$ cat src/hw/rtl/tsg_pkg.sv
// tsg_pkg: shared types and constants of the tape scale tick generator
// no dependencies
`timescale 1ns / 1ps

package tsg_pkg;

    localparam int DIV_W = 32;
    localparam logic signed [31:0] WRAP_VALUE = 32'sd36000;

    // configuration register indexes
    localparam logic [2:0] CFG_TAPE_MODE     = 3'd0;
    localparam logic [2:0] CFG_ORIENT_RIGHT  = 3'd1;
    localparam logic [2:0] CFG_ORIGIN_X      = 3'd2;
    localparam logic [2:0] CFG_ORIGIN_Y      = 3'd3;
    localparam logic [2:0] CFG_TAPE_LENGTH   = 3'd4;
    localparam logic [2:0] CFG_MINOR_INT     = 3'd5;
    localparam logic [2:0] CFG_MAJOR_INT     = 3'd6;
    localparam logic [2:0] CFG_UNITS_PER_PIX = 3'd7;

    typedef enum logic [4:0] {
        ST_IDLE, ST_M_DIV, ST_M_WAIT, ST_TS_DIV, ST_TS_WAIT, ST_TDP_DIV, ST_TDP_WAIT,
        ST_H_DIV, ST_H_WAIT, ST_MUL, ST_INIT1, ST_INIT2, ST_INIT3, ST_V_DIV, ST_V_WAIT,
        ST_V_FIX, ST_INDEX, ST_CHECK, ST_MOD_DIV, ST_MOD_WAIT, ST_EMIT, ST_FLUSH
    } ctrl_state_t;

    typedef enum logic [4:0] {
        OP_NONE, OP_LOAD, OP_DIV_M, OP_LATCH_M, OP_DIV_TS, OP_LATCH_TS, OP_DIV_TDP,
        OP_LATCH_TDP, OP_DIV_H, OP_LATCH_H, OP_MULS, OP_INIT1, OP_INIT2, OP_INIT3,
        OP_DIV_V, OP_LATCH_V, OP_FIX_V, OP_INDEX, OP_WRAP, OP_STEP, OP_DIV_MOD,
        OP_LATCH_MOD, OP_EMIT, OP_FLUSH
    } dp_op_t;

    typedef struct packed {
        dp_op_t op;
    } dp_cmd_t;

    typedef struct packed {
        logic div_done;
        logic in_range;
        logic v_neg;
        logic out_free;
        logic n_full;
        logic compass;
    } dp_status_t;

endpackage

$ cat src/hw/rtl/tsg_div.sv
// tsg_div: unsigned restoring divider, one quotient bit per cycle
// depends on tsg_pkg
`timescale 1ns / 1ps

module tsg_div (
    input  logic                      aclk,
    input  logic                      aresetn,
    input  logic                      start,
    input  logic [tsg_pkg::DIV_W-1:0] dividend,
    input  logic [tsg_pkg::DIV_W-1:0] divisor,
    output logic                      busy,
    output logic                      done,
    output logic [tsg_pkg::DIV_W-1:0] quot,
    output logic [tsg_pkg::DIV_W-1:0] rem
);
    localparam int W  = tsg_pkg::DIV_W;
    localparam int CW = $clog2(W);

    logic [W-1:0]  quot_reg, quot_next, rem_reg, rem_next, dsr_reg;
    logic [CW-1:0] cnt_reg;
    logic          busy_reg, done_reg;
    logic [W:0]    shifted;
    logic          ge;

    always_comb begin
        shifted   = {rem_reg, quot_reg[W-1]};
        ge        = shifted >= {1'b0, dsr_reg};
        rem_next  = ge ? W'(shifted - {1'b0, dsr_reg}) : shifted[W-1:0];
        quot_next = {quot_reg[W-2:0], ge};
    end

    always_ff @(posedge aclk) begin
        if (!aresetn) begin
            busy_reg <= 1'b0;
            done_reg <= 1'b0;
            cnt_reg  <= '0;
        end else begin
            done_reg <= busy_reg && !start && (cnt_reg == CW'(W - 1));
            if (start) begin
                busy_reg <= 1'b1;
                cnt_reg  <= '0;
            end else if (busy_reg) begin
                cnt_reg <= cnt_reg + 1'b1;
                if (cnt_reg == CW'(W - 1)) begin
                    busy_reg <= 1'b0;
                end
            end
        end
    end

    always_ff @(posedge aclk) begin
        if (start) begin
            rem_reg  <= '0;
            quot_reg <= dividend;
            dsr_reg  <= divisor;
        end else if (busy_reg) begin
            rem_reg  <= rem_next;
            quot_reg <= quot_next;
        end
    end

    assign busy = busy_reg;
    assign done = done_reg;
    assign quot = quot_reg;
    assign rem  = rem_reg;

endmodule

$ cat src/hw/rtl/tsg_ctrl.sv
// tsg_ctrl: sequencing state machine of the tape scale tick generator
// depends on tsg_pkg
`timescale 1ns / 1ps

module tsg_ctrl (
    input  logic                aclk,
    input  logic                aresetn,
    input  logic                in_valid,
    output logic                in_ready,
    input  tsg_pkg::dp_status_t status,
    output tsg_pkg::dp_cmd_t    cmd
);
    tsg_pkg::ctrl_state_t state_reg, state_next;

    always_ff @(posedge aclk) begin
        if (!aresetn) begin
            state_reg <= tsg_pkg::ST_IDLE;
        end else begin
            state_reg <= state_next;
        end
    end

    always_comb begin
        state_next = state_reg;
        cmd.op     = tsg_pkg::OP_NONE;
        in_ready   = 1'b0;
        case (state_reg)
            tsg_pkg::ST_IDLE: begin
                in_ready = 1'b1;
                if (in_valid) begin
                    cmd.op     = tsg_pkg::OP_LOAD;
                    state_next = tsg_pkg::ST_M_DIV;
                end
            end
            tsg_pkg::ST_M_DIV: begin
                cmd.op     = tsg_pkg::OP_DIV_M;
                state_next = tsg_pkg::ST_M_WAIT;
            end
            tsg_pkg::ST_M_WAIT: begin
                if (status.div_done) begin
                    cmd.op     = tsg_pkg::OP_LATCH_M;
                    state_next = tsg_pkg::ST_TS_DIV;
                end
            end
            tsg_pkg::ST_TS_DIV: begin
                cmd.op     = tsg_pkg::OP_DIV_TS;
                state_next = tsg_pkg::ST_TS_WAIT;
            end
            tsg_pkg::ST_TS_WAIT: begin
                if (status.div_done) begin
                    cmd.op     = tsg_pkg::OP_LATCH_TS;
                    state_next = tsg_pkg::ST_TDP_DIV;
                end
            end
            tsg_pkg::ST_TDP_DIV: begin
                cmd.op     = tsg_pkg::OP_DIV_TDP;
                state_next = tsg_pkg::ST_TDP_WAIT;
            end
            tsg_pkg::ST_TDP_WAIT: begin
                if (status.div_done) begin
                    cmd.op     = tsg_pkg::OP_LATCH_TDP;
                    state_next = tsg_pkg::ST_H_DIV;
                end
            end
            tsg_pkg::ST_H_DIV: begin
                cmd.op     = tsg_pkg::OP_DIV_H;
                state_next = tsg_pkg::ST_H_WAIT;
            end
            tsg_pkg::ST_H_WAIT: begin
                if (status.div_done) begin
                    cmd.op     = tsg_pkg::OP_LATCH_H;
                    state_next = tsg_pkg::ST_MUL;
                end
            end
            tsg_pkg::ST_MUL: begin
                cmd.op     = tsg_pkg::OP_MULS;
                state_next = tsg_pkg::ST_INIT1;
            end
            tsg_pkg::ST_INIT1: begin
                cmd.op     = tsg_pkg::OP_INIT1;
                state_next = tsg_pkg::ST_INIT2;
            end
            tsg_pkg::ST_INIT2: begin
                cmd.op     = tsg_pkg::OP_INIT2;
                state_next = tsg_pkg::ST_INIT3;
            end
            tsg_pkg::ST_INIT3: begin
                cmd.op     = tsg_pkg::OP_INIT3;
                state_next = status.compass ? tsg_pkg::ST_V_DIV : tsg_pkg::ST_INDEX;
            end
            tsg_pkg::ST_V_DIV: begin
                cmd.op     = tsg_pkg::OP_DIV_V;
                state_next = tsg_pkg::ST_V_WAIT;
            end
            tsg_pkg::ST_V_WAIT: begin
                if (status.div_done) begin
                    cmd.op     = tsg_pkg::OP_LATCH_V;
                    state_next = tsg_pkg::ST_V_FIX;
                end
            end
            tsg_pkg::ST_V_FIX: begin
                cmd.op     = tsg_pkg::OP_FIX_V;
                state_next = tsg_pkg::ST_INDEX;
            end
            tsg_pkg::ST_INDEX: begin
                cmd.op     = tsg_pkg::OP_INDEX;
                state_next = tsg_pkg::ST_CHECK;
            end
            tsg_pkg::ST_CHECK: begin
                if (!status.in_range || status.n_full) begin
                    state_next = tsg_pkg::ST_FLUSH;
                end else if (!status.compass && status.v_neg) begin
                    cmd.op = tsg_pkg::OP_STEP;
                end else begin
                    cmd.op     = tsg_pkg::OP_WRAP;
                    state_next = tsg_pkg::ST_MOD_DIV;
                end
            end
            tsg_pkg::ST_MOD_DIV: begin
                cmd.op     = tsg_pkg::OP_DIV_MOD;
                state_next = tsg_pkg::ST_MOD_WAIT;
            end
            tsg_pkg::ST_MOD_WAIT: begin
                if (status.div_done) begin
                    cmd.op     = tsg_pkg::OP_LATCH_MOD;
                    state_next = tsg_pkg::ST_EMIT;
                end
            end
            tsg_pkg::ST_EMIT: begin
                if (status.out_free) begin
                    cmd.op     = tsg_pkg::OP_EMIT;
                    state_next = tsg_pkg::ST_CHECK;
                end
            end
            tsg_pkg::ST_FLUSH: begin
                if (status.out_free) begin
                    cmd.op     = tsg_pkg::OP_FLUSH;
                    state_next = tsg_pkg::ST_IDLE;
                end
            end
            default: begin
                state_next = tsg_pkg::ST_IDLE;
            end
        endcase
    end

endmodule

$ cat src/hw/rtl/tsg_dp.sv
// tsg_dp: configuration registers, tape arithmetic, segment staging and output register
// depends on tsg_pkg; drives the shared divider tsg_div
`timescale 1ns / 1ps

module tsg_dp #(
    parameter int MAX_SEGMENTS   = 32,
    parameter int MINOR_TICK_LEN = 5,
    parameter int MAJOR_TICK_LEN = 10,
    parameter int INDEX_LEN      = 8
) (
    input  logic                      aclk,
    input  logic                      aresetn,
    input  logic                      cfg_wr_en,
    input  logic [2:0]                cfg_addr,
    input  logic [15:0]               cfg_wdata,
    input  logic [19:0]               shown_value,
    input  tsg_pkg::dp_cmd_t          cmd,
    output tsg_pkg::dp_status_t       status,
    output logic                      div_start,
    output logic [tsg_pkg::DIV_W-1:0] div_a,
    output logic [tsg_pkg::DIV_W-1:0] div_b,
    input  logic                      div_done,
    input  logic [tsg_pkg::DIV_W-1:0] div_q,
    input  logic [tsg_pkg::DIV_W-1:0] div_r,
    output logic                      m_tvalid,
    input  logic                      m_tready,
    output logic [79:0]               m_tdata,
    output logic [1:0]                m_tuser,
    output logic                      m_tlast
);
    localparam int NW = $clog2(MAX_SEGMENTS + 1);

    // configuration
    logic               tape_mode_reg, orient_reg;
    logic signed [15:0] ox_reg, oy_reg;
    logic [11:0]        len_reg;
    logic [15:0]        minor_reg, major_reg, upp_reg;
    logic [15:0]        minor_e, major_e, upp_e;

    // working values
    logic [19:0]        sv_reg, td_reg;
    logic [15:0]        m_reg;
    logic [31:0]        ts_reg, tdp_reg, hts_reg, hmin_reg, vq_reg;
    logic [11:0]        h_reg;
    logic signed [31:0] ref_reg, limit_reg, pos_reg, v_reg;
    logic               mj_reg;
    logic [NW-1:0]      n_reg;

    // staged segment and output register
    logic [15:0] pd_x1_reg, pd_y1_reg, pd_x2_reg, pd_y2_reg, pd_val_reg;
    logic        pd_idx_reg, pd_mj_reg;
    logic [79:0] out_data_reg;
    logic [1:0]  out_user_reg;
    logic        out_last_reg, out_valid_reg;

    logic signed [31:0] ox32, oy32, half32, len32, ts_s, tdp_s, minor32;
    logic [31:0]        v_abs, ts_rnd, q_rnd;
    logic [43:0]        hts_prod;
    logic [47:0]        vq_prod;
    logic [31:0]        m_prod;
    logic [15:0]        w16, idx16, side_a, side_b, t_x1, t_y1, t_x2, t_y2;
    logic               out_free;

    always_comb begin
        minor_e = (minor_reg == 16'd0) ? 16'd1 : minor_reg;
        major_e = (major_reg == 16'd0) ? 16'd1 : major_reg;
        upp_e   = (upp_reg == 16'd0) ? 16'd1 : upp_reg;
        ox32    = 32'(ox_reg);
        oy32    = 32'(oy_reg);
        len32   = $signed({20'd0, len_reg});
        half32  = $signed({19'd0, (13'({1'b0, len_reg}) + 13'd1) >> 1});
        ts_s    = $signed(ts_reg);
        tdp_s   = $signed(tdp_reg);
        minor32 = $signed({16'd0, minor_e});
        v_abs   = v_reg[31] ? 32'(-v_reg) : 32'(v_reg);
        q_rnd   = (div_q + 32'd1) >> 1;
        ts_rnd  = (q_rnd == 32'd0) ? 32'd1 : q_rnd;
        m_prod  = div_q * {16'd0, minor_e};
        hts_prod = {32'd0, h_reg} * {12'd0, ts_reg};
        vq_prod  = {16'd0, div_q} * {32'd0, minor_e};
        out_free = !out_valid_reg || m_tready;
        // tick segment geometry
        w16    = mj_reg ? 16'(MAJOR_TICK_LEN) : 16'(MINOR_TICK_LEN);
        idx16  = 16'(INDEX_LEN);
        if (tape_mode_reg) begin
            t_x1 = pos_reg[15:0];
            t_y1 = oy_reg;
            t_x2 = pos_reg[15:0];
            t_y2 = orient_reg ? 16'(oy_reg + w16) : 16'(oy_reg - w16);
        end else begin
            t_x1 = ox_reg;
            t_y1 = pos_reg[15:0];
            t_x2 = orient_reg ? 16'(ox_reg + w16) : 16'(ox_reg - w16);
            t_y2 = pos_reg[15:0];
        end
        // index mark: starts two pixels off the axis on the side away from the ticks
        side_a = tape_mode_reg ? oy_reg : ox_reg;
        side_a = orient_reg ? 16'(side_a - 16'd2) : 16'(side_a + 16'd2);
        side_b = orient_reg ? 16'(side_a - idx16) : 16'(side_a + idx16);
    end

    // divider operands
    always_comb begin
        div_start = 1'b1;
        div_a     = '0;
        div_b     = 32'd1;
        case (cmd.op)
            tsg_pkg::OP_DIV_M: begin
                div_a = {16'd0, sv_reg[19:4]};
                div_b = {16'd0, minor_e};
            end
            tsg_pkg::OP_DIV_TS: begin
                div_a = {7'd0, minor_e, 9'd0};
                div_b = {16'd0, upp_e};
            end
            tsg_pkg::OP_DIV_TDP: begin
                div_a = {7'd0, td_reg, 5'd0};
                div_b = {16'd0, upp_e};
            end
            tsg_pkg::OP_DIV_H: begin
                div_a = {20'd0, len_reg};
                div_b = {ts_reg[30:0], 1'b0};
            end
            tsg_pkg::OP_DIV_V: begin
                div_a = v_abs;
                div_b = {16'd0, minor_e};
            end
            tsg_pkg::OP_DIV_MOD: begin
                div_a = v_abs;
                div_b = {16'd0, major_e};
            end
            default: begin
                div_start = 1'b0;
            end
        endcase
    end

    // configuration registers
    always_ff @(posedge aclk) begin
        if (!aresetn) begin
            tape_mode_reg <= 1'b0;
            orient_reg    <= 1'b0;
            ox_reg        <= '0;
            oy_reg        <= '0;
            len_reg       <= 12'd200;
            minor_reg     <= 16'd10;
            major_reg     <= 16'd50;
            upp_reg       <= 16'd256;
        end else if (cfg_wr_en) begin
            case (cfg_addr)
                tsg_pkg::CFG_TAPE_MODE:     tape_mode_reg <= cfg_wdata[0];
                tsg_pkg::CFG_ORIENT_RIGHT:  orient_reg    <= cfg_wdata[0];
                tsg_pkg::CFG_ORIGIN_X:      ox_reg        <= cfg_wdata;
                tsg_pkg::CFG_ORIGIN_Y:      oy_reg        <= cfg_wdata;
                tsg_pkg::CFG_TAPE_LENGTH:   len_reg       <= cfg_wdata[11:0];
                tsg_pkg::CFG_MINOR_INT:     minor_reg     <= cfg_wdata;
                tsg_pkg::CFG_MAJOR_INT:     major_reg     <= cfg_wdata;
                tsg_pkg::CFG_UNITS_PER_PIX: upp_reg       <= cfg_wdata;
                default: ;
            endcase
        end
    end

    // arithmetic and segment staging
    always_ff @(posedge aclk) begin
        case (cmd.op)
            tsg_pkg::OP_LOAD:     sv_reg  <= shown_value;
            tsg_pkg::OP_LATCH_M:  m_reg   <= m_prod[15:0];
            tsg_pkg::OP_DIV_TS:   td_reg  <= sv_reg - {m_reg, 4'd0};
            tsg_pkg::OP_LATCH_TS: ts_reg  <= ts_rnd;
            tsg_pkg::OP_LATCH_TDP: tdp_reg <= q_rnd;
            tsg_pkg::OP_LATCH_H:  h_reg   <= div_q[11:0];
            tsg_pkg::OP_MULS: begin
                hts_reg   <= hts_prod[31:0];
                hmin_reg  <= {4'd0, 28'({16'd0, h_reg} * {12'd0, minor_e})};
                ref_reg   <= tape_mode_reg ? ox32 + half32 : oy32 - half32;
                limit_reg <= tape_mode_reg ? ox32 + len32 : oy32 - len32;
            end
            tsg_pkg::OP_INIT1: begin
                pos_reg <= tape_mode_reg ? ref_reg - $signed(hts_reg)
                                         : ref_reg + $signed(hts_reg);
                v_reg   <= $signed({16'd0, m_reg}) - $signed(hmin_reg);
            end
            tsg_pkg::OP_INIT2: begin
                pos_reg <= tape_mode_reg ? pos_reg - tdp_s : pos_reg + tdp_s;
                if (tape_mode_reg && v_reg <= 0) begin
                    v_reg <= v_reg + tsg_pkg::WRAP_VALUE;
                end
            end
            tsg_pkg::OP_INIT3: begin
                if (tdp_reg != 32'd0) begin
                    pos_reg <= tape_mode_reg ? pos_reg + ts_s : pos_reg - ts_s;
                    v_reg   <= v_reg + minor32;
                end
            end
            tsg_pkg::OP_LATCH_V:  vq_reg <= vq_prod[31:0];
            tsg_pkg::OP_FIX_V:    v_reg  <= v_reg[31] ? -$signed(vq_reg) : $signed(vq_reg);
            tsg_pkg::OP_INDEX: begin
                pd_x1_reg  <= tape_mode_reg ? ref_reg[15:0] : side_a;
                pd_y1_reg  <= tape_mode_reg ? side_a : ref_reg[15:0];
                pd_x2_reg  <= tape_mode_reg ? ref_reg[15:0] : side_b;
                pd_y2_reg  <= tape_mode_reg ? side_b : ref_reg[15:0];
                pd_idx_reg <= 1'b1;
                pd_mj_reg  <= 1'b0;
                pd_val_reg <= '0;
            end
            tsg_pkg::OP_STEP: begin
                pos_reg <= pos_reg - ts_s;
                v_reg   <= v_reg + minor32;
            end
            tsg_pkg::OP_WRAP: begin
                if (tape_mode_reg && v_reg > tsg_pkg::WRAP_VALUE) begin
                    v_reg <= v_reg - tsg_pkg::WRAP_VALUE;
                end
            end
            tsg_pkg::OP_LATCH_MOD: mj_reg <= (div_r == 32'd0);
            tsg_pkg::OP_EMIT: begin
                pd_x1_reg  <= t_x1;
                pd_y1_reg  <= t_y1;
                pd_x2_reg  <= t_x2;
                pd_y2_reg  <= t_y2;
                pd_idx_reg <= 1'b0;
                pd_mj_reg  <= mj_reg;
                pd_val_reg <= v_reg[15:0];
                pos_reg    <= tape_mode_reg ? pos_reg + ts_s : pos_reg - ts_s;
                v_reg      <= v_reg + minor32;
            end
            default: ;
        endcase
    end

    // segment count and output register
    always_ff @(posedge aclk) begin
        if (!aresetn) begin
            n_reg         <= '0;
            out_valid_reg <= 1'b0;
        end else begin
            if (cmd.op == tsg_pkg::OP_EMIT || cmd.op == tsg_pkg::OP_FLUSH) begin
                out_valid_reg <= 1'b1;
            end else if (out_valid_reg && m_tready) begin
                out_valid_reg <= 1'b0;
            end
            case (cmd.op)
                tsg_pkg::OP_INDEX: n_reg <= NW'(1);
                tsg_pkg::OP_EMIT:  n_reg <= n_reg + 1'b1;
                default: ;
            endcase
        end
    end

    always_ff @(posedge aclk) begin
        if (cmd.op == tsg_pkg::OP_EMIT || cmd.op == tsg_pkg::OP_FLUSH) begin
            out_data_reg <= {pd_val_reg, pd_y2_reg, pd_x2_reg, pd_y1_reg, pd_x1_reg};
            out_user_reg <= {pd_mj_reg, pd_idx_reg};
            out_last_reg <= (cmd.op == tsg_pkg::OP_FLUSH);
        end
    end

    always_comb begin
        status.div_done = div_done;
        status.in_range = tape_mode_reg ? (pos_reg < limit_reg) : (pos_reg > limit_reg);
        status.v_neg    = v_reg[31];
        status.out_free = out_free;
        status.n_full   = n_reg >= NW'(MAX_SEGMENTS);
        status.compass  = tape_mode_reg;
    end

    assign m_tvalid = out_valid_reg;
    assign m_tdata  = out_data_reg;
    assign m_tuser  = out_user_reg;
    assign m_tlast  = out_last_reg;

endmodule

$ cat src/hw/rtl/tape_scale_tick_generator.sv
// tape_scale_tick_generator: top level, joins controller, datapath and divider
// depends on tsg_pkg, tsg_div, tsg_ctrl, tsg_dp
`timescale 1ns / 1ps

// usage
// - s_ channel: one displayed value per item (unsigned Q16.4 in s_tdata[19:0])
// - m_ channel: the line segments of the tape for that value, index mark first,
//   then one tick per minor interval; m_tlast marks the final segment of the run
// - cfg port: plain register writes, index 0..7 in work-list order, only while idle
// - one value is worked at a time; s_tready is high only when the previous run
//   has been fully handed to the output register
// - work per value: four divisions on the shared divider (a fifth in compass
//   mode) and setup steps; the index mark enters the output register when the
//   first tick is emitted, if a tick follows; each emitted tick then costs
//   one more division
// - a run holds up to MAX_SEGMENTS segments; the serial divider sets the pace
//   of the run, and the next value waits until the run is through
// - vertical ticks with negative value are skipped without a division
// - reset clears the controller, the divider and the output valid, and loads
//   the register defaults
// - a stalled receiver holds the output register; the next segment waits in a
//   staging register, so work pauses without loss
module tape_scale_tick_generator #(
    parameter int MAX_SEGMENTS   = 32,
    parameter int MINOR_TICK_LEN = 5,
    parameter int MAJOR_TICK_LEN = 10,
    parameter int INDEX_LEN      = 8
) (
    input  logic        aclk,
    input  logic        aresetn,
    // configuration
    input  logic        cfg_wr_en,
    input  logic [2:0]  cfg_addr,
    input  logic [15:0] cfg_wdata,
    // input items
    input  logic        s_tvalid,
    output logic        s_tready,
    input  logic [23:0] s_tdata,   // shown_value[19:0], zero pad
    // result items
    output logic        m_tvalid,
    input  logic        m_tready,
    output logic [79:0] m_tdata,   // seg_x1, seg_y1, seg_x2, seg_y2, tick_value
    output logic [1:0]  m_tuser,   // is_index, is_major
    output logic        m_tlast
);
    tsg_pkg::dp_cmd_t    cmd;
    tsg_pkg::dp_status_t status;

    logic                      div_start, div_busy, div_done;
    logic [tsg_pkg::DIV_W-1:0] div_a, div_b, div_q, div_r;

    // sequencing
    tsg_ctrl u_ctrl (
        .aclk     (aclk),
        .aresetn  (aresetn),
        .in_valid (s_tvalid),
        .in_ready (s_tready),
        .status   (status),
        .cmd      (cmd)
    );

    // tape arithmetic and output register
    tsg_dp #(
        .MAX_SEGMENTS   (MAX_SEGMENTS),
        .MINOR_TICK_LEN (MINOR_TICK_LEN),
        .MAJOR_TICK_LEN (MAJOR_TICK_LEN),
        .INDEX_LEN      (INDEX_LEN)
    ) u_dp (
        .aclk        (aclk),
        .aresetn     (aresetn),
        .cfg_wr_en   (cfg_wr_en),
        .cfg_addr    (cfg_addr),
        .cfg_wdata   (cfg_wdata),
        .shown_value (s_tdata[19:0]),
        .cmd         (cmd),
        .status      (status),
        .div_start   (div_start),
        .div_a       (div_a),
        .div_b       (div_b),
        .div_done    (div_done),
        .div_q       (div_q),
        .div_r       (div_r),
        .m_tvalid    (m_tvalid),
        .m_tready    (m_tready),
        .m_tdata     (m_tdata),
        .m_tuser     (m_tuser),
        .m_tlast     (m_tlast)
    );

    // shared divider for all quotients and the major-tick remainder
    tsg_div u_div (
        .aclk     (aclk),
        .aresetn  (aresetn),
        .start    (div_start),
        .dividend (div_a),
        .divisor  (div_b),
        .busy     (div_busy),
        .done     (div_done),
        .quot     (div_q),
        .rem      (div_r)
    );

    // no new value taken while a division runs
    a_idle_no_div: assert property (@(posedge aclk) disable iff (!aresetn)
        s_tready |-> !div_busy) else $error("input ready during division");

    // a division result is signaled for a single cycle
    a_done_pulse: assert property (@(posedge aclk) disable iff (!aresetn)
        div_done |=> !div_done) else $error("divider done held");

    // an accepted value closes the input until its run is through
    a_accept_closes: assert property (@(posedge aclk) disable iff (!aresetn)
        (s_tvalid && s_tready) |=> !s_tready) else $error("input reopened early");

    // a segment is never both the index mark and a major tick
    a_flags_excl: assert property (@(posedge aclk) disable iff (!aresetn)
        m_tvalid |-> !(m_tuser[0] && m_tuser[1])) else $error("index flagged major");

endmodule

$ cat config.mk
export PLATFORM = sky130hd
export DESIGN_NAME = tape_scale_tick_generator
export DESIGN_NICKNAME = d
export VERILOG_FILES = /design/src/hw/rtl/tsg_pkg.sv /design/src/hw/rtl/tsg_div.sv /design/src/hw/rtl/tsg_ctrl.sv /design/src/hw/rtl/tsg_dp.sv /design/src/hw/rtl/tape_scale_tick_generator.sv
export SDC_FILE = /design/constraint.sdc
export NUM_CORES = 2
export LEC_CHECK = 0
export ABC_AREA = 1
export ABC_CLOCK_PERIOD_IN_PS = 9000
export BUFFER_PORTS_ARGS = -buffer_cell sky130_fd_sc_hd__buf_4
export CORE_MARGIN = 1
export CORE_UTILIZATION = 45
export DETAILED_ROUTE_END_ITERATION = 6
export SLEW_MARGIN = 5
export SYNTH_ARGS = -nofsm -noshare
export SYNTH_HDL_FRONTEND = slang
export SYNTH_SLANG_ARGS = --single-unit
$ cat constraint.sdc
create_clock -name aclk -period 9 [get_ports aclk]
set_input_delay 1.8 -clock aclk [delete_from_list [all_inputs] [get_ports aclk]]
set_output_delay 1.8 -clock aclk [all_outputs]
set_load 0.02 [all_outputs]
After elaboration in Yosys (flattened, before gate mapping)

Index checks and enable logic that the tools add are counted.

Register bits after elaboration: 726
Input port bits: 48
Output and inout bits: 85
Word-level logic and storage cells: 267

Add/sub/neg operators: 30
$mul: 4
Magnitude comparators: 6
Eq/ne operators: 65
Multiplexer cells: 76
Bitwise gates (word level): 1
Reduce and logical (&&, ||, !) cells: 43

Operators with widths:

| kind                     | number |
|---|---|
| $mux W32                 | 14 |
| $pmux W32 S5             | 2 |
| $mux W16                 | 16 |
| $pmux W5 S22             | 2 |
| $pmux W32 S6             | 1 |
| $pmux W16 S2             | 5 |
| $pmux W32 S4             | 1 |
| $sub A32 B32 Y32         | 4 |
| $add A32 B32 Y32         | 3 |
| $eq A5 B4 Y1 const B     | 16 |
| $mux W5                  | 16 |
| $eq A5 B5 Y1 const B     | 15 |
| $logic_not A32 Y1        | 2 |
| $neg A32 Y32             | 2 |
| $logic_not A16 Y1        | 3 |
| $eq A5 B3 Y1 const B     | 8 |
| $add A16 B13 Y17         | 2 |
| $sub A16 B13 Y17         | 2 |
| $ge A33 B32 Y1           | 1 |
| $add A16 B4 Y16          | 2 |
| $add A32 B1 Y32 const B  | 1 |
| $add A32 B17 Y32         | 1 |
| $add A32 B17 Y32 const B | 1 |
| $gt A32 B17 Y1 const B   | 1 |
| other kinds (48)         | 104 |

Depth between registers and ports, before layout

Word-level depth: 12
Depth in mapped cells: 29
Gate-level depth less buffers: 28

Modules after synthesis

From an unflattened synthesis, not the netlist that was laid out.

Cell total of the unflattened synthesis: 11,200
Area total of the unflattened synthesis: 81,817.2 um^2

By module, submodules not included:

| module   | times used | cells an instance | area an instance (um^2) | seq. area each (um^2) |
|---|---|---|---|---|
| tsg_dp   | 1          | 10,101            | 74,310.0                | 16,615.9 |
| tsg_div  | 1          | 960               | 6,790.3                 | 2,702.6 |
| tsg_ctrl | 1          | 139               | 716.9                   | 100.1 |

Worst setup path before layout

No wires, ideal clock.

Path type: in2reg
Start point: input port m_tready
End point: register u_dp.v_reg[10] (enable)
Library setup time: 0.411 ns
Arrival: 7.753 ns
Required time: 8.589 ns
Slack: 0.836 ns
Cell stages on the path: 11
Buffers on the path: 1
Cells stage by stage: nor2_1 nor2_1 inv_1 o221ai_1 nor4_2 nand3_1 nor2_1 buf_2 nand2_1 nand2_1 nor2_1

Cells in the longest elaborated chain, start to end: 7

RTL lines:

| item                              | RTL line                         | RTL |
|---|---|---|
| start: declaration                | tape_scale_tick_generator.sv:41  | `input logic m_tready,` |
| $logic_or A1 B1 Y1 *              | tsg_dp.sv:81                     | `out_free = !out_valid_reg \|\| m_tready;` |
| $mux W5, on equally long branches | tsg_ctrl.sv:136, tsg_ctrl.sv:130 |  |
| $pmux W5 S22 *                    | tsg_ctrl.sv:27                   | `case (state_reg)` |
| $eq A5 B5 Y1                      | tsg_dp.sv:166                    | `case (cmd.op)` |
| $reduce_or A2 Y1 (no line)        | -                                |  |
| $reduce_bool A6 Y1 (no line)      | -                                |  |
| $reduce_and A4 Y1 (no line) *     | -                                |  |
| end signal: assignment            | tsg_dp.sv:182                    | `v_reg <= $signed({16'd0, m_reg}) - $signed(hmin_reg);` |
| end signal: assignment            | tsg_dp.sv:187                    | `v_reg <= v_reg + tsg_pkg::WRAP_VALUE;` |
| end signal: assignment            | tsg_dp.sv:193                    | `v_reg <= v_reg + minor32;` |
| end: declaration                  | tsg_dp.sv:45                     | `logic signed [31:0] ref_reg, limit_reg, pos_reg, v_reg;` |

Every way passes the cells marked *; elsewhere a longest branch is shown, timed or not.
A chain may end at the register's enable or synchronous reset.

Worst setup path in the final report

Start point: register u_div.quot_reg[5], in the netlist u_div.quot[5]
End point: register u_dp.vq_reg[29], data pin

Cells in the longest elaborated chain, start to end: 1

RTL lines:

| item                     | RTL line      | RTL |
|---|---|---|
| start: declaration       | tsg_div.sv:19 | `logic [W-1:0] quot_reg, quot_next, rem_reg, rem_next, dsr_reg;` |
| start signal: assignment | tsg_div.sv:54 | `quot_reg <= dividend;` |
| start signal: assignment | tsg_div.sv:58 | `quot_reg <= quot_next;` |
| $mul A32 B16 Y32         | tsg_dp.sv:80  | `vq_prod = {16'd0, div_q} * {32'd0, minor_e};` |
| net u_dp.vq_prod[29]     | tsg_dp.sv:59  | `logic [47:0] vq_prod;` |
| end signal: assignment   | tsg_dp.sv:196 | `tsg_pkg::OP_LATCH_V: vq_reg <= vq_prod[31:0];` |
| end: declaration         | tsg_dp.sv:43  | `logic [31:0] ts_reg, tdp_reg, hts_reg, hmin_reg, vq_reg;` |

The timed path passes the listed nets, and every way through them passes these cells.

==> flow_summary.json <==
{
  "status": "complete, no violations",
  "synth_edf_count": 550,
  "hold_buffers": 0,
  "viasPerCell": 5.507,
  "post-route-period-util_pct": 78.18,
  "hold_slack_ns": 0.4150,
  "p_sw_uw": 8589,
  "antenna_found_initial": 9,
  "postCtsSetupBuffers": 0,
  "grt_pass1_wl_um": 393000,
  "cts_tree": "done",
  "fin_crit_ns": 7.036,
  "die_area_um2": 171200,
  "startpoint_type": "flip-flop",
  "synth_area_um2": 76310,
  "cellInternalPower_uw": 9832,
  "setup_tns_ns": 0,
  "die_x_um": 413.8,
  "hold_depth": 0,
  "area_growth_pct": 7.962,
  "cp.required_ns": 9.45,
  "syn_nets": 11020,
  "r2r-start": "u_div.quot[5]",
  "cts_buffers": 82,
  "dp_hpwl_um": 204600,
  "hold_violations": 0,
  "ys_async_sr_fraction_pct": 0,
  "grt_overflow_total": 0,
  "power_frac_seq_pct": 27.7,
  "grt_pass1_vias": 65370,
  "clock_path_buffers": 3,
  "clkSinkCount": 695,
  "holdCritPathClass": "flip-flop to flip-flop",
  "cpMaxStageDelayCell": "edfxtp_1",
  "cpLargestDelayFamily": "adder cells",
  "initial_core_util_pct": 45.48,
  "worstMarginPinSlew_ns": 1.230,
  "peakVddDrop_v": 0.0002113,
  "port_buffers": 128,
  "routed_wire_length_per_instance_um": 21.75,
  "cpMostUsedCell": "fa_1",
  "max_slew_margin_pct": 18.03,
  "r2r_setup_slack_ns": 1.96,
  "drt_iter0_markers": 5394,
  "critPathArrivalTime_ns": 7.49,
  "crit_buf_inv": 5,
  "largest_reg_flops": 80,
  "coreArea_um2": 167800,
  "pin_count": 133,
  "min-delay-start": "u_dp.pd_y2_reg[10]",
  "routed_wl_um": 260600,
  "insertion_delay_ns": 0.72,
  "r2r_cells": 25,
  "n_fill_cell": 16460,
  "cts_root_buffer": "clkbuf_16",
  "switching_share_pct": 46.63,
  "rows": 150,
  "ys_types": 70,
  "synthCells": 9743,
  "grt_max_degree": 100,
  "max_freq_mhz": 142.1,
  "drive_gt1_share_pct": 5.118,
  "path_clk_slew_ns": 0.06,
  "p_leak_uw": 0.03978,
  "min_to": "u_dp.m_tdata[58]",
  "ctsResizeCount": 0,
  "die_h_um": 413.8,
  "skew_ns": 0.06028,
  "cp_max_fo": 15,
  "crit_type": "flip-flop to flip-flop",
  "synth_seq_cells": 695,
  "powerDensity_nw_per_um2": 223.6,
  "grt_usage_pct": 30.43,
  "rr_endpoint": "u_dp.vq_reg[29]",
  "finalNetCount": 10980,
  "clockPowerShare_pct": 18.5,
  "rsz0062_at_grt": "no",
  "final_cell_mix": "nand2_1 (2198), inv_1 (1831), nor2_1 (708), fa_1 (699), a21oi_1 (616)",
  "maxCapViolations": 0,
  "cp-end-kind": "flip-flop",
  "h-tree-depth": 3,
  "ys_warn_count": 0,
  "vias": 65980,
  "post-place-cells": 11820,
  "drc": 0,
  "finalWeightedCongestion": 0.9869,
  "ys.flop_type": "edfxtp_1",
  "dr.pass1.iters": 7,
  "antenna_left": 0,
  "yosysSeqAreaShare_pct": 25.45,
  "final_common_cell": "nand2_1",
  "critPathMaxStageDelay_ns": 0.91,
  "synth.avg_cell_area_um2": 7.832,
  "finalNonFillerCells": 11980,
  "combPwrFrac_pct": 53.8,
  "finalSetupViolCount": 0,
  "drv_slew": 0
}
## through the flow
step	util [%]	setup slack [ns]	total power [uW]	instance area, um2
finish	49.10	1.964	18420	82390
global route	49.10	1.465	19810	82380
CTS	49.09	1.982	18420	82370
detailed placement	47.48	2.002	14950	79660
global placement	47.48	2.013	14830	79660
floorplan	-	0.8361	12000	76310
## power groups by stage
stage	clock, uW	sequential (uW)	combinational [uW]
global route	3570	5120	11100
detailed placement	0	5130	9820
finish	3410	5090	9920
CTS	3450	5070	9890
global placement	0	5130	9690
floorplan	0	4760	7240
## worst reg2reg max path, stage by stage, from the launching register on
cell and delay [ns]:
edfxtp_1 0.91, buf_4 0.39, nand2_1 0.08, inv_1 0.11, fa_1 0.46, fa_1 0.55
ha_1 0.14, inv_1 0.05, fa_1 0.46, fa_1 0.54, inv_1 0.05, fa_1 0.43
ha_1 0.33, inv_1 0.08, o21ai_0 0.15, a21oi_1 0.09, o21ai_0 0.40, a21oi_1 0.19
o21bai_1 0.39, a21oi_1 0.17, o21ai_0 0.38, nand2_1 0.10, nand2_1 0.12, nand3_1 0.09
nand3_1 0.09, nand2_1 0.06
## layer usage
layer	vias to the layer above	wire [um]	GRT usage [%]
met2	2359	121800	50.35
met4	2	14510	15.35
met5	-	14	0
li1	30910	-	-
met1	32180	106900	39.18
met3	526	17420	3.672
## synthesized netlist by cell type (all sizes together), types with 3 or more instances
cell type	count	area share, %
o211ai	43	0.42
a22oi	41	0.40
buf	101	0.60
o2111ai	31	0.36
fa	699	18
and3	6	0.049
o221ai	29	0.33
o21ai	502	3.3
or2	44	0.36
nand3	279	1.9
edfxtp	550	22
o21a	26	0.26
nand2	2205	11
a32oi	14	0.16
o22ai	16	0.13
xnor2	141	1.6
and2	6	0.049
a21o	26	0.26
a21boi	24	0.24
clkbuf	292	1.4
inv	1837	9.0
a31oi	39	0.32
ha	532	8.7
nand4	98	0.82
clkinv	8	0.039
a32o	3	0.039
o32ai	6	0.069
a211oi	15	0.15
dfxtp	145	3.8
a221oi	17	0.20
nor4	54	0.48
o21bai	29	0.29
a21oi	616	4.0
o31ai	24	0.24
nor2	730	3.7
xor2	366	4.2
nand3b	18	0.18
nor3	116	0.82
## how the worst max path moves through the flow
| stage | from | end | slack (ns) | cells after the start |
|---|---|---|---|---|
| 4_1_cts | u_div.quot[5] | u_dp.vq_reg[29] | 1.98 | 25 |
| 2_1_floorplan | m_tready | u_dp.v_reg[10] | 0.84 | 11 |
| 3_5_place_dp | u_div.quot[5] | u_dp.vq_reg[29] | 2.00 | 25 |
| 3_3_place_gp | u_div.quot[5] | u_dp.vq_reg[29] | 2.01 | 25 |
| 6_report | u_div.quot[5] | u_dp.vq_reg[29] | 1.96 | 25 |
| 5_1_grt | u_div.quot[5] | u_dp.vq_reg[29] | 1.47 | 25 |
## area by class of cell
type / count / area (um2) / share of cell area [%]
multi-input combinational: 6810 / 48500 / 58.86
sequential: 695 / 19430 / 23.59
inverter: 1845 / 6932 / 8.414
tap: 2204 / 2758 / 3.347
clock buffer: 112 / 2303 / 2.796
timing repair buffer: 268 / 2037 / 2.472
clock inverter: 40 / 409.1 / 0.4966
antenna: 7 / 17.52 / 0.02126
## cells by family (layout without fill, tap and decap cells)
family	after synthesis	in the layout	share of synthesized area, %
simple gates	3561	3561	19.25
flops	695	695	25.45
fa+ha+maj	1231	1231	27.06
other cells	0	7	0
compound gates	1510	1510	11.29
xor+xnor	507	507	5.829
mux	1	1	0.01312
buf+inv	2238	2265	11.11
No activity file was read; power rests on OpenSTA's default activity.
